File: src/rtl/hard_nms_topk_macros.svh
// Assertion macros used by the back end of the block.
`ifndef HARD_NMS_TOPK_MACROS_SVH
`define HARD_NMS_TOPK_MACROS_SVH

// Same-cycle implication, sampled on clk and off during reset.
`define HNT_ASSERT_IMPL(label, ante, cons, msg) \
	label: assert property (@(posedge clk) disable iff (!arst_n) (ante) |-> (cons)) \
		else $error(msg);

// Next-cycle implication, sampled on clk and off during reset.
`define HNT_ASSERT_NEXT(label, ante, cons, msg) \
	label: assert property (@(posedge clk) disable iff (!arst_n) (ante) |=> (cons)) \
		else $error(msg);

`endif

File: src/rtl/hnt_pkg.sv
package hnt_pkg;

	localparam int MAX_BOXES  = 1024;
	localparam int MAX_KEEP   = 64;
	localparam int IDX_W      = $clog2(MAX_BOXES);
	localparam int CNT_W      = $clog2(MAX_BOXES + 1);
	localparam int COORD_W    = 16;
	localparam int GEO_W      = 4 * COORD_W;
	localparam int SCORE_W    = 16;
	localparam int THR_W      = 16;
	localparam int KEEP_W     = 7;
	localparam int ENT_W      = GEO_W + SCORE_W + 1;
	localparam int FIFO_DEPTH = 4;
	localparam int FIFO_AW    = $clog2(FIFO_DEPTH);

	localparam logic CFG_THR  = 1'b0;
	localparam logic CFG_KEEP = 1'b1;

	// One load command from the front: a box to store, and on the closing
	// box also the set summary (count and the best box seen).
	typedef struct packed {
		logic               wr;
		logic               last;
		logic [IDX_W-1:0]   idx;
		logic [GEO_W-1:0]   geo;
		logic [SCORE_W-1:0] score;
		logic [CNT_W-1:0]   cnt;
		logic [IDX_W-1:0]   best_idx;
		logic [SCORE_W-1:0] best_score;
		logic [GEO_W-1:0]   best_geo;
	} load_t;

	typedef struct packed {
		logic [THR_W-1:0]  thr;
		logic [KEEP_W-1:0] keep;
	} cfg_t;

endpackage

File: src/rtl/hnt_fifo.sv
module hnt_fifo (
	input  logic           clk,
	input  logic           arst_n,
	input  logic           push,
	input  hnt_pkg::load_t wdata,
	input  logic           pop,
	output hnt_pkg::load_t rdata,
	output logic           full,
	output logic           empty
);
	import hnt_pkg::*;

	load_t              slot_q [FIFO_DEPTH];
	logic [FIFO_AW-1:0] wr_ptr_q;
	logic [FIFO_AW-1:0] rd_ptr_q;
	logic [FIFO_AW:0]   count_q;

	assign full  = (count_q == (FIFO_AW + 1)'(FIFO_DEPTH));
	assign empty = (count_q == '0);
	assign rdata = slot_q[rd_ptr_q];

	always_ff @(posedge clk) begin
		if (push) begin
			slot_q[wr_ptr_q] <= wdata;
		end
	end

	always_ff @(posedge clk or negedge arst_n) begin
		if (!arst_n) begin
			wr_ptr_q <= '0;
			rd_ptr_q <= '0;
			count_q  <= '0;
		end else begin
			if (push) begin
				wr_ptr_q <= wr_ptr_q + 1'b1;
			end
			if (pop) begin
				rd_ptr_q <= rd_ptr_q + 1'b1;
			end
			count_q <= count_q + (FIFO_AW + 1)'(push) - (FIFO_AW + 1)'(pop);
		end
	end

endmodule

File: config.mk
export PLATFORM = sky130hd
export DESIGN_NAME = hnt_fifo
export DESIGN_NICKNAME = d
export VERILOG_FILES = /design/src/rtl/hard_nms_topk_macros.svh /design/src/rtl/hnt_pkg.sv /design/src/rtl/hnt_fifo.sv
export SDC_FILE = /design/constraint.sdc
export NUM_CORES = 1
export LEC_CHECK = 0
export ABC_AREA = 0
export BUFFER_PORTS_ARGS = -buffer_cell sky130_fd_sc_hd__buf_2
export CORE_ASPECT_RATIO = 0.75
export CORE_MARGIN = 2
export CORE_UTILIZATION = 57
export CTS_CLUSTER_SIZE = 14
export DETAILED_ROUTE_END_ITERATION = 16
export HOLD_SLACK_MARGIN = 0.1
export PLACE_DENSITY = 0.79
export SETUP_SLACK_MARGIN = 0.15
export SKIP_CTS_REPAIR_TIMING = 1
export SYNTH_ARGS = -nofsm -noshare
export SYNTH_HDL_FRONTEND = slang
export SYNTH_SLANG_ARGS = --single-unit
File: constraint.sdc
create_clock -name clk -period 7.6 [get_ports clk]
set_clock_uncertainty 0.15 [all_clocks]
set_input_delay 0 -clock clk [delete_from_list [all_inputs] [get_ports clk]]
set_output_delay 0 -clock clk [all_outputs]
set_load 0.01 [all_outputs]
# After elaboration in Yosys (flattened, before gate mapping)
# Memory sizes are Yosys's and may differ from the RTL's.
# Cells that the tools add are included.
[word_totals] register_bits=7 ramBits=772 out_inout_bits=195 elab_cells=12 n_memories=1
[mem_list] memory="slot_q" depth=4 word_bits=193 read_ports=1 rd_ports_with_merged_regs=0 write_ports=1 line_no="hnt_fifo.sv:13" rtl="load_t slot_q [FIFO_DEPTH];"
[classes] addsub=4 eq_ne=1 muxes=2 reduce_logical=1
[op_table] cell="$add A2 B1 Y2 const B" count=2
[op_table] cell="$add A3 B1 Y3" count=1
[op_table] cell="$eq A3 B3 Y1 const B" count=1
[op_table] cell="$logic_not A3 Y1" count=1
[op_table] cell="$sub A3 B1 Y3" count=1
[op_table] cell="$mux W1" count=2

# Logic depth before layout (Yosys ltp)
[logic_depth] ltp_word=2 ltp_mapped=7 depth_no_buf=7

# Worst setup path before layout
# No wires, ideal clock.
[synth_timing] path_kind="reg-to-reg" start="reg wr_ptr_q[0]" end="mem slot_q[0][0] in the netlist's numbering, enable pin" arrival_ns=5.013 required_time_ns=6.874 path_slack_ns=1.861 stages_incl_launch_ff=4 n_path_buf=0 synth_period_minus_slack_ns=5.739 path_cell_list="dfrtp_1 inv_1 ha_1 and2_1"
[synth_lines] element="start, declared" line_no="hnt_fifo.sv:14" rtl="logic [FIFO_AW-1:0] wr_ptr_q;"
[synth_lines] element="start signal, assigned" line_no="hnt_fifo.sv:35" rtl="wr_ptr_q <= wr_ptr_q + 1'b1;"
[synth_lines] element="end, declared" line_no="hnt_fifo.sv:13"
# Straight into the memory's write port.

==> impl_metrics.toml <==
[pwr]
ir_drop_v = 0.000359
power_mw = 13.1
power_leakage_nw = 12.8
power_density_nw_per_um2 = 356

[synthesis]
synth_top_family_by_area = "multiplexers"
synth-adder-area-share_pct = 0.337
synth-compound-area-share_pct = 0.0177
yosys.area_share.simple_pct = 0.155
seq_area_frac_synth_pct = 82.7
yosys_warnings = 0
synth.ff_latch_count = 779
syn_avg_cell_area_um2 = 27.1
synth-xor-area-share_pct = 0.155
synthCells = 1043
synth_nets = 1247
synth_area_um2 = 28200
synth_cell_types = 16
synth.area.mux_share_pct = 15.4

[grt]
grt_max_degree = 115
grt_pass1_wl_mm = 82.7
grtUsageTotal_pct = 21.9
first_global_vias = 13500
grt-ovfl-total = 0
antenna_found_initial = 6

[sta]
fin_crit_sh_pct = 47.5
final_max_slew_viol_count = 0
timing.final.ws_setup_ps = 3990
rsz0062_at_grt = "false"
holdWs_ps = 123
fmax_ghz = 0.277
worst_pin_slew_ps = 1140
finalHoldViolations = 0
setup_viol = 0
timing.slew.headroom_pct = 23.7
fin_crit_ps = 3610
fin_tns_setup_ps = 0

[cells_and_area]
syn_to_final_growth_pct = 30.6
final_nets = 2071
final_cell_area_um2 = 36900
multi_input_area_um2 = 4540
drive_gt1_share_pct = 36.0
utilization_pct = 75.5
fin_cells = 2568
final_common_cell = "edfxtp_1"
final_cell_mix = "edfxtp_1, buf_2, dlygate4sd3_1"
fillers = 2483
seq_area_um2 = 23400

[die]
initial_core_util_pct = 57.8
die_y_um = 197
core_um2 = 48900
fp.dieW_um = 261
dieArea_um2 = 51400
ios = 392
row_count = 70

[worst_setup_path]
cp_data_required_time_ps = 7450
crit_fanout = 70
cp-start-kind = "flip-flop"
end_kind = "output port"
worstPathArrival_ps = 3460
path_class = "flip-flop to output port"

[detailed_routing]
drc = 0
drt-initial-drc-count = 1468
antenna_left = 0
vias_per_cell = 5.70
wl_mm = 65.0
vias = 14600
wl_per_cell_um = 25.3
first_pass_iters = 5

[clock_network]
clk_latency_ps = 590
cts_sinks = 779
cts_buffer_depth = 3
htreeDepth = 3
path_clk_slew_ps = 60
numCtsBuffers = 72
clockRootBuffer = "clkbuf_16"
cts_tree = "done"

[place]
place.gp.congestion = 0.764
pre_cts_ws_ps = 4380
placed_cell_area_um2 = 30800
io_buffers = 391
dp.cells = 2051
place.detailed.hpwl_mm = 32.9

[worst_hold_path]
hp-class = "input pin to flip-flop"

[status]
status = "completed"

[job]
drv_cap = 0
worst paths after layout:
check / start / end / slack (ps) / cells past startpoint
worst min-delay path: wdata[12] / slot_q[1][12] / 120 / 2
min in group asynchronous: arst_n / rd_ptr_q[1] / 270 / 3
max in group asynchronous: arst_n / rd_ptr_q[0] / 6740 / 3
worst max register to register: wr_ptr_q[0] / slot_q[3][113] / 4350 / 4
worst min register to register: wr_ptr_q[0] / wr_ptr_q[0] / 410 / 1
worst max-delay path: rd_ptr_q[1] / rdata[12] / 3990 / 3
metal layers:
layer | up-vias | part of all wire, % | global-route usage, %
met3 | 101 | 7.8 | 8.01
li1 | 6200 | - | -
met4 | 4 | 2.0 | 6.08
met5 | - | 0.037 | 0
met2 | 619 | 53 | 35.5
met1 | 7703 | 37 | 28.5
area by class of cell:
cell class                      count  area share (%)
Sequential cell                   779            63.4
Timing Repair Buffer              794            16.3
Multi-Input combinational cell    214            12.3
Clock buffer                       93            5.10
Tap cell                          648            2.20
Clock inverter                     30           0.651
Inverter                            6          0.0611
Antenna cell                        4          0.0271
logic make-up after synthesis:
family                     count (synthesis)
AOI/OAI and AO/OA                          1
and+or+nand+nor                            8
buffers and inverters                     50
DFF                                      779
muxes                                    193
adders and majority gates                  7
xor gates and xnor gates                   5
cell usage after synthesis:
library cell / count / area share, %
xor2_1: 2 / 0.062
buf_6: 18 / 0.72
ha_1: 6 / 0.27
fa_1: 1 / 0.071
mux4_2: 193 / 15
and3_1: 1 / 0.022
buf_2: 22 / 0.39
and2_1: 4 / 0.089
inv_1: 6 / 0.080
xnor2_1: 3 / 0.093
o21ai_0: 1 / 0.018
edfxtp_1: 772 / 82
nor3_1: 1 / 0.018
dfrtp_1: 7 / 0.62
nand2_1: 2 / 0.027
clkbuf_1: 4 / 0.053
power breakdown:
part / total, mW / internal [mW] / leakage [nW] / switching (mW)
clock network: 3.36 / 1.85 / 1.02 / 1.51
logic: 3.80 / 1.76 / 4.61 / 2.04
registers: 5.98 / 5.62 / 7.17 / 0.354
total: 13.1 / 9.23 / 12.8 / 3.91
critical path, cell delays in order, from the launching register on:
cell	delay, ps
dfrtp_4	1180
buf_4	960
mux4_2	500
buf_2	180
flip-flops by register name, indices dropped and copies added (netlist names):
register / cells
slot_q: 772
count_q: 3
rd_ptr_q: 2
wr_ptr_q: 2
Note: power is estimated with default switching activity, not from simulation.
