--- config.mk ---
export PLATFORM = sky130hd
export DESIGN_NAME = hnt_front
export DESIGN_NICKNAME = d
export VERILOG_FILES = /design/src/rtl/hard_nms_topk_macros.svh /design/src/rtl/hnt_pkg.sv /design/src/rtl/hnt_front.sv
export SDC_FILE = /design/constraint.sdc
export NUM_CORES = 1
export LEC_CHECK = 0
export BUFFER_PORTS_ARGS = -buffer_cell sky130_fd_sc_hd__buf_2
export CAP_MARGIN = 20
export CORE_ASPECT_RATIO = 2
export CORE_UTILIZATION = 45
export CTS_CLUSTER_SIZE = 16
export DETAILED_ROUTE_END_ITERATION = 7
export GPL_ROUTABILITY_DRIVEN = 0
export HOLD_SLACK_MARGIN = 0.02
export PLACE_DENSITY_LB_ADDON = 0.12
export REMOVE_ABC_BUFFERS = 1
export SETUP_SLACK_MARGIN = 0.5
export SYNTH_ARGS = -nofsm -noshare
export SYNTH_HDL_FRONTEND = slang
export SYNTH_SLANG_ARGS = --single-unit
--- constraint.sdc ---
create_clock -name clk -period 9.5 [get_ports clk]
set_clock_uncertainty 0.2 [all_clocks]
set_input_delay 1.9 -clock clk [delete_from_list [all_inputs] [get_ports clk]]
set_output_delay 1.9 -clock clk [all_outputs]
set_load 0.02 [all_outputs]
--- src/rtl/hard_nms_topk_macros.svh ---
// Assertion macros used by the back end of the block.
`ifndef HARD_NMS_TOPK_MACROS_SVH
`define HARD_NMS_TOPK_MACROS_SVH

// Same-cycle implication, sampled on clk and off during reset.
`define HNT_ASSERT_IMPL(label, ante, cons, msg) \
	label: assert property (@(posedge clk) disable iff (!arst_n) (ante) |-> (cons)) \
		else $error(msg);

// Next-cycle implication, sampled on clk and off during reset.
`define HNT_ASSERT_NEXT(label, ante, cons, msg) \
	label: assert property (@(posedge clk) disable iff (!arst_n) (ante) |=> (cons)) \
		else $error(msg);

`endif

--- src/rtl/hnt_pkg.sv ---
package hnt_pkg;

	localparam int MAX_BOXES  = 1024;
	localparam int MAX_KEEP   = 64;
	localparam int IDX_W      = $clog2(MAX_BOXES);
	localparam int CNT_W      = $clog2(MAX_BOXES + 1);
	localparam int COORD_W    = 16;
	localparam int GEO_W      = 4 * COORD_W;
	localparam int SCORE_W    = 16;
	localparam int THR_W      = 16;
	localparam int KEEP_W     = 7;
	localparam int ENT_W      = GEO_W + SCORE_W + 1;
	localparam int FIFO_DEPTH = 4;
	localparam int FIFO_AW    = $clog2(FIFO_DEPTH);

	localparam logic CFG_THR  = 1'b0;
	localparam logic CFG_KEEP = 1'b1;

	// One load command from the front: a box to store, and on the closing
	// box also the set summary (count and the best box seen).
	typedef struct packed {
		logic               wr;
		logic               last;
		logic [IDX_W-1:0]   idx;
		logic [GEO_W-1:0]   geo;
		logic [SCORE_W-1:0] score;
		logic [CNT_W-1:0]   cnt;
		logic [IDX_W-1:0]   best_idx;
		logic [SCORE_W-1:0] best_score;
		logic [GEO_W-1:0]   best_geo;
	} load_t;

	typedef struct packed {
		logic [THR_W-1:0]  thr;
		logic [KEEP_W-1:0] keep;
	} cfg_t;

endpackage

--- src/rtl/hnt_front.sv ---
module hnt_front (
	input  logic                     clk,
	input  logic                     arst_n,
	input  logic                     in_valid,
	output logic                     in_ready,
	input  logic [15:0]              box_x,
	input  logic [15:0]              box_y,
	input  logic [15:0]              box_width,
	input  logic [15:0]              box_height,
	input  logic [15:0]              box_score,
	input  logic                     set_end,
	input  logic                     fifo_full,
	output logic                     push,
	output hnt_pkg::load_t           entry
);
	import hnt_pkg::*;

	logic [CNT_W-1:0]   count_q;
	logic [IDX_W-1:0]   best_idx_q;
	logic [SCORE_W-1:0] best_score_q;
	logic [GEO_W-1:0]   best_geo_q;
	logic               store;
	logic               take;
	logic [GEO_W-1:0]   geo;

	assign in_ready = !fifo_full;
	assign push     = in_valid && in_ready;
	assign store    = (count_q != CNT_W'(MAX_BOXES));
	assign geo      = {box_height, box_width, box_y, box_x};
	// Strictly greater keeps the earliest box among equal scores.
	assign take     = store && ((count_q == '0) || (box_score > best_score_q));

	always_comb begin
		entry.wr         = store;
		entry.last       = set_end;
		entry.idx        = count_q[IDX_W-1:0];
		entry.geo        = geo;
		entry.score      = box_score;
		entry.cnt        = count_q + CNT_W'(store);
		entry.best_idx   = take ? count_q[IDX_W-1:0] : best_idx_q;
		entry.best_score = take ? box_score : best_score_q;
		entry.best_geo   = take ? geo : best_geo_q;
	end

	always_ff @(posedge clk or negedge arst_n) begin
		if (!arst_n) begin
			count_q <= '0;
		end else if (push) begin
			count_q <= set_end ? '0 : entry.cnt;
		end
	end

	always_ff @(posedge clk) begin
		if (push) begin
			best_idx_q   <= entry.best_idx;
			best_score_q <= entry.best_score;
			best_geo_q   <= entry.best_geo;
		end
	end

endmodule

# After elaboration in Yosys (flattened, before gate mapping)
# Index checks and enable logic that the tools add are counted.
[op_classes] n_lt_le_gt_ge=1 reduce_logical=5 n_addsub=1 eq_ne=1 mux=4
[op_table] cell="64-bit 2-to-1 mux" count=1
[op_table] cell="16-bit > comparator" count=1
[op_table] cell="16-bit 2-to-1 mux" count=1
[op_table] cell="11-bit by 1-bit adder with 11-bit output" count=1
[op_table] cell="11-bit logical NOT" count=1
[op_table] cell="11-bit 2-to-1 mux" count=1
[op_table] cell="11-bit != test (second input constant)" count=1
[op_table] cell="10-bit 2-to-1 mux" count=1
[op_table] cell="1-bit logical AND" count=2
[op_table] cell="1-bit logical NOT" count=1
[op_table] cell="1-bit logical OR" count=1
[totals] input_bits=85 out_inout_bits=195 reg_bits=101

# Logic depth before layout (Yosys ltp)
[depth] ltp_word=4 mapped_depth=11 depth_no_buf=11

# Worst setup path after synthesis
# OpenSTA, ideal clock, no wires.
[synth_path] path_type="input-to-output" startpoint="input port fifo_full" endpoint="output port push" slack_ps=3199 t_arrival_ps=4201 path_buffers=0 path_stages=3 required_time_ps=7400 cell_sequence="inv_1 -> nand2_1 -> inv_1"
[synth_between] elab_chain_cells=2
[synth_rtl] element="start: declaration" line="hnt_front.sv:12" text="input logic fifo_full,"
[synth_rtl] element="1-bit logical NOT" line="hnt_front.sv:26" text="assign in_ready = !fifo_full;"
[synth_rtl] element="1-bit logical AND" line="hnt_front.sv:27" text="assign push = in_valid && in_ready;"
[synth_rtl] element="end: declaration" line="hnt_front.sv:13" text="output logic push,"
# Every way passes these cells.

==> out/summary.json <==
{
  "hold_path_class": "reg2reg",
  "largest_net_degree_at_the_start_of_global_routing": 53,
  "final_cell_mix": "sky130_fd_sc_hd__buf_2, sky130_fd_sc_hd__edfxtp_1, sky130_fd_sc_hd__mux2_2, sky130_fd_sc_hd__inv_1, sky130_fd_sc_hd__ha_1",
  "flip_flop_and_latch_count_after_synthesis": 101,
  "tritoncts_clock_tree": "done",
  "grt_first_pass_wirelength_mm": 18.2,
  "finalMaxSlewViolations": 0,
  "switchingPower_uw": 515,
  "r2r.worst_path.cells": 7,
  "pwr-share-comb_pct": 36.6,
  "drt_pre_antenna_iters": 6,
  "end_kind": "output port",
  "placement.io_buffers": 279,
  "cts.sink_count": 101,
  "sequentialPowerShare_pct": 37.0,
  "final_antenna_net_count": 0,
  "p_int_mw": 1.00,
  "yosysWarnings": 0,
  "worstHoldStart": "best_idx_q[2]",
  "dr_total_vias": 3716,
  "cts_repair_resize_count": 0,
  "diodes": 0,
  "clk_path_buf_depth": 2,
  "area_delta_synth_final_pct": 21.0,
  "clkTransAtPathRegs_ns": 0.07,
  "period_minus_slack_ns": 6.87,
  "start_util_pct": 46.0,
  "clockRootBuffer": "sky130_fd_sc_hd__clkbuf_16",
  "wl_mm": 12.0,
  "detailedPlacementHpwl_mm": 8.95,
  "fill_cells": 1093,
  "post_route_cells_drive_above_1_share_pct": 63.1,
  "placedInstanceArea_mm2": 0.00639,
  "die-area_mm2": 0.0128,
  "maxSlewHeadroom_pct": 54.1,
  "die_width_um": 80.5,
  "startpoint_type": "input pin",
  "min_to": "best_idx_q[2]",
  "cts.hold.buffers_added": 0,
  "synth-seq-area-share_pct": 53.7,
  "antenna_violations_before_repair": 0,
  "worst_hold_path.num_cells": 1,
  "worst_ep_arrival_time_ns": 4.77,
  "syn_inst": 408,
  "path_class": "in2out",
  "global_route.usage.total_pct": 18.7,
  "chipHeight_um": 159,
  "r2r_end": "best_geo_q[22]",
  "finish.net_count": 705,
  "max_slew.worst_pin.slew_ns": 0.688,
  "detailedRoute.firstIterationViolations": 164,
  "tns_ns": 0,
  "number_of_top_level_pins": 280,
  "grt_setup_unrepaired": "false",
  "routed_via_density": 4.94,
  "post_synth_num_cell_types": 28,
  "area_share_of_fa_ha_maj_cells_after_synthesis_pct": 4.29,
  "outcome": "finished, final reports clean",
  "worst_ir_drop_vdd_mv": 0.108,
  "p_leak_nw": 3.11,
  "min_period_over_period_pct": 72.3,
  "final_common_cell": "sky130_fd_sc_hd__buf_2",
  "clk_latency_ns": 0.34,
  "number_of_h_tree_branching_levels": 3,
  "synth_mux_area_share_pct": 18.3,
  "critPathRequiredTime_ns": 7.40,
  "area_fraction_in_compound_gates_after_synthesis_pct": 3.45,
  "fin_hold_ws_ns": 0.365,
  "drc_errors": 0,
  "maxClockFrequency_mhz": 146,
  "path_max_fanout": 26,
  "synthXorXnorAreaFrac_pct": 1.42,
  "cap_violations": 0,
  "syn_avg_cell_area_um2": 13.6,
  "powerDensity_mw_per_mm2": 226,
  "power.switching_fraction_pct": 33.9,
  "gr-total-overflow": 0,
  "clock_buffers_created_by_tritoncts": 9,
  "cts_setup_buffers": 0,
  "row_count": 57,
  "first_global_vias": 3660,
  "avgRoutedWirePerCell_um": 15.9,
  "post-route-cell-area_mm2": 0.00671,
  "timing.reg2reg.setup_slack_ns": 5.97,
  "finalCoreUtilization_pct": 55.7,
  "share_of_total_power_in_the_clock_network_pct": 26.4,
  "synth_top_family_by_area": "multiplexers",
  "count_of_final_hold_check_violations": 0,
  "placeableCoreArea_mm2": 0.0121,
  "synth_simple_gate_area_share_pct": 3.38,
  "setup_violations": 0,
  "synthesis.area_mm2": 0.00555,
  "critical_path.reg2reg.startpoint": "count_q[5]"
}
## how the worst max path moves through the flow
stage | to | startpoint
final | entry[22] | box_score[13]
after global routing | entry[22] | box_score[15]
after CTS | entry[58] | box_score[13]
after detailed placement | entry[58] | box_score[13]
after global placement | entry[70] | box_score[3]
after floorplan | entry[0] | box_score[15]
## power groups by stage
stage	combinational [mW]	clock, mW	sequential, mW
6_report	0.556	0.401	0.561
2_1_floorplan	0.351	0	0.570
3_3_place_gp	0.551	0	0.569
4_1_cts	0.565	0.413	0.561
3_5_place_dp	0.564	0	0.571
5_1_grt	0.594	0.424	0.565
## area by class of cell
type | instances | area (µm²) | share of cell area (%)
flip-flops and latches | 101 | 2980 | 44.4
multi-input cells | 185 | 1710 | 25.5
repair buffers | 283 | 1440 | 21.4
clock buffers | 9 | 225 | 3.36
well taps | 147 | 184 | 2.74
clock inverters | 6 | 93.8 | 1.40
inverters | 21 | 81.3 | 1.21
## logic make-up (layout without fill, tap and decap cells)
group | count (synthesis) | in the layout
fa+ha+maj | 19 | 19
flops | 101 | 101
xor+xnor | 9 | 9
compound gates | 29 | 29
buf+inv | 122 | 319
simple gates | 38 | 38
mux | 90 | 90
## flip-flops by register name, indices dropped and copies added, names as in the netlist
name,flops
best_geo_q,64
best_idx_q,10
best_score_q,16
count_q,11
## worst max-delay path: stages
cell and delay (ns):
sky130_fd_sc_hd__buf_2 0.12, sky130_fd_sc_hd__ha_1 0.32, sky130_fd_sc_hd__nand4_1 0.17, sky130_fd_sc_hd__o221ai_1 0.18, sky130_fd_sc_hd__a2111o_1 0.45, sky130_fd_sc_hd__a21oi_4 0.42
sky130_fd_sc_hd__buf_12 0.25, sky130_fd_sc_hd__buf_4 0.35, sky130_fd_sc_hd__mux2_2 0.40, sky130_fd_sc_hd__buf_2 0.16
## synth_stat cells
cell type | number | share of area [%]
sky130_fd_sc_hd__nand3_1 | 5 | 0.45
sky130_fd_sc_hd__a2111oi_0 | 1 | 0.16
sky130_fd_sc_hd__buf_4 | 95 | 13
sky130_fd_sc_hd__a21o_1 | 1 | 0.14
sky130_fd_sc_hd__inv_1 | 21 | 1.4
sky130_fd_sc_hd__a2111o_1 | 1 | 0.20
sky130_fd_sc_hd__nor3_1 | 1 | 0.090
sky130_fd_sc_hd__ha_1 | 19 | 4.3
sky130_fd_sc_hd__nor2_1 | 5 | 0.34
sky130_fd_sc_hd__buf_6 | 6 | 1.2
sky130_fd_sc_hd__a22o_1 | 5 | 0.79
sky130_fd_sc_hd__dfrtp_1 | 11 | 5.0
sky130_fd_sc_hd__nand2_1 | 14 | 0.95
sky130_fd_sc_hd__mux2_2 | 82 | 17
sky130_fd_sc_hd__a21oi_4 | 1 | 0.29
sky130_fd_sc_hd__nand4_1 | 2 | 0.23
sky130_fd_sc_hd__o221ai_1 | 1 | 0.16
sky130_fd_sc_hd__xor2_1 | 5 | 0.79
sky130_fd_sc_hd__and2b_1 | 1 | 0.14
sky130_fd_sc_hd__and3_1 | 5 | 0.56
sky130_fd_sc_hd__o21ai_0 | 11 | 0.99
sky130_fd_sc_hd__nand3b_1 | 2 | 0.27
sky130_fd_sc_hd__or4_1 | 1 | 0.14
sky130_fd_sc_hd__nor4_1 | 2 | 0.23
sky130_fd_sc_hd__xnor2_1 | 4 | 0.63
sky130_fd_sc_hd__mux2_1 | 8 | 1.6
sky130_fd_sc_hd__a21oi_1 | 8 | 0.72
sky130_fd_sc_hd__edfxtp_1 | 90 | 49
## per-layer routing
| layer | track usage [%] | wire length, µm | up-vias | share of wire, % |
|---|---|---|---|---|
| met5 | 0 | 0 | - | 0 |
| met4 | 8.36 | 257 | 0 | 2.1 |
| met3 | 3.55 | 733 | 18 | 6.1 |
| met2 | 33.4 | 6390 | 142 | 53 |
| met1 | 20.7 | 4580 | 1784 | 38 |
| li1 | - | - | 1772 | - |
## through the flow
step                setup slack, ns  total power, mW  cells
floorplan                      2.48            0.920    307
global placement               2.20             1.12    736
detailed placement             2.61             1.13    737
CTS                            2.60             1.54    752
global route                   2.41             1.58    752
finish                         2.63             1.52    752
Power figures use the tool's default switching activity.
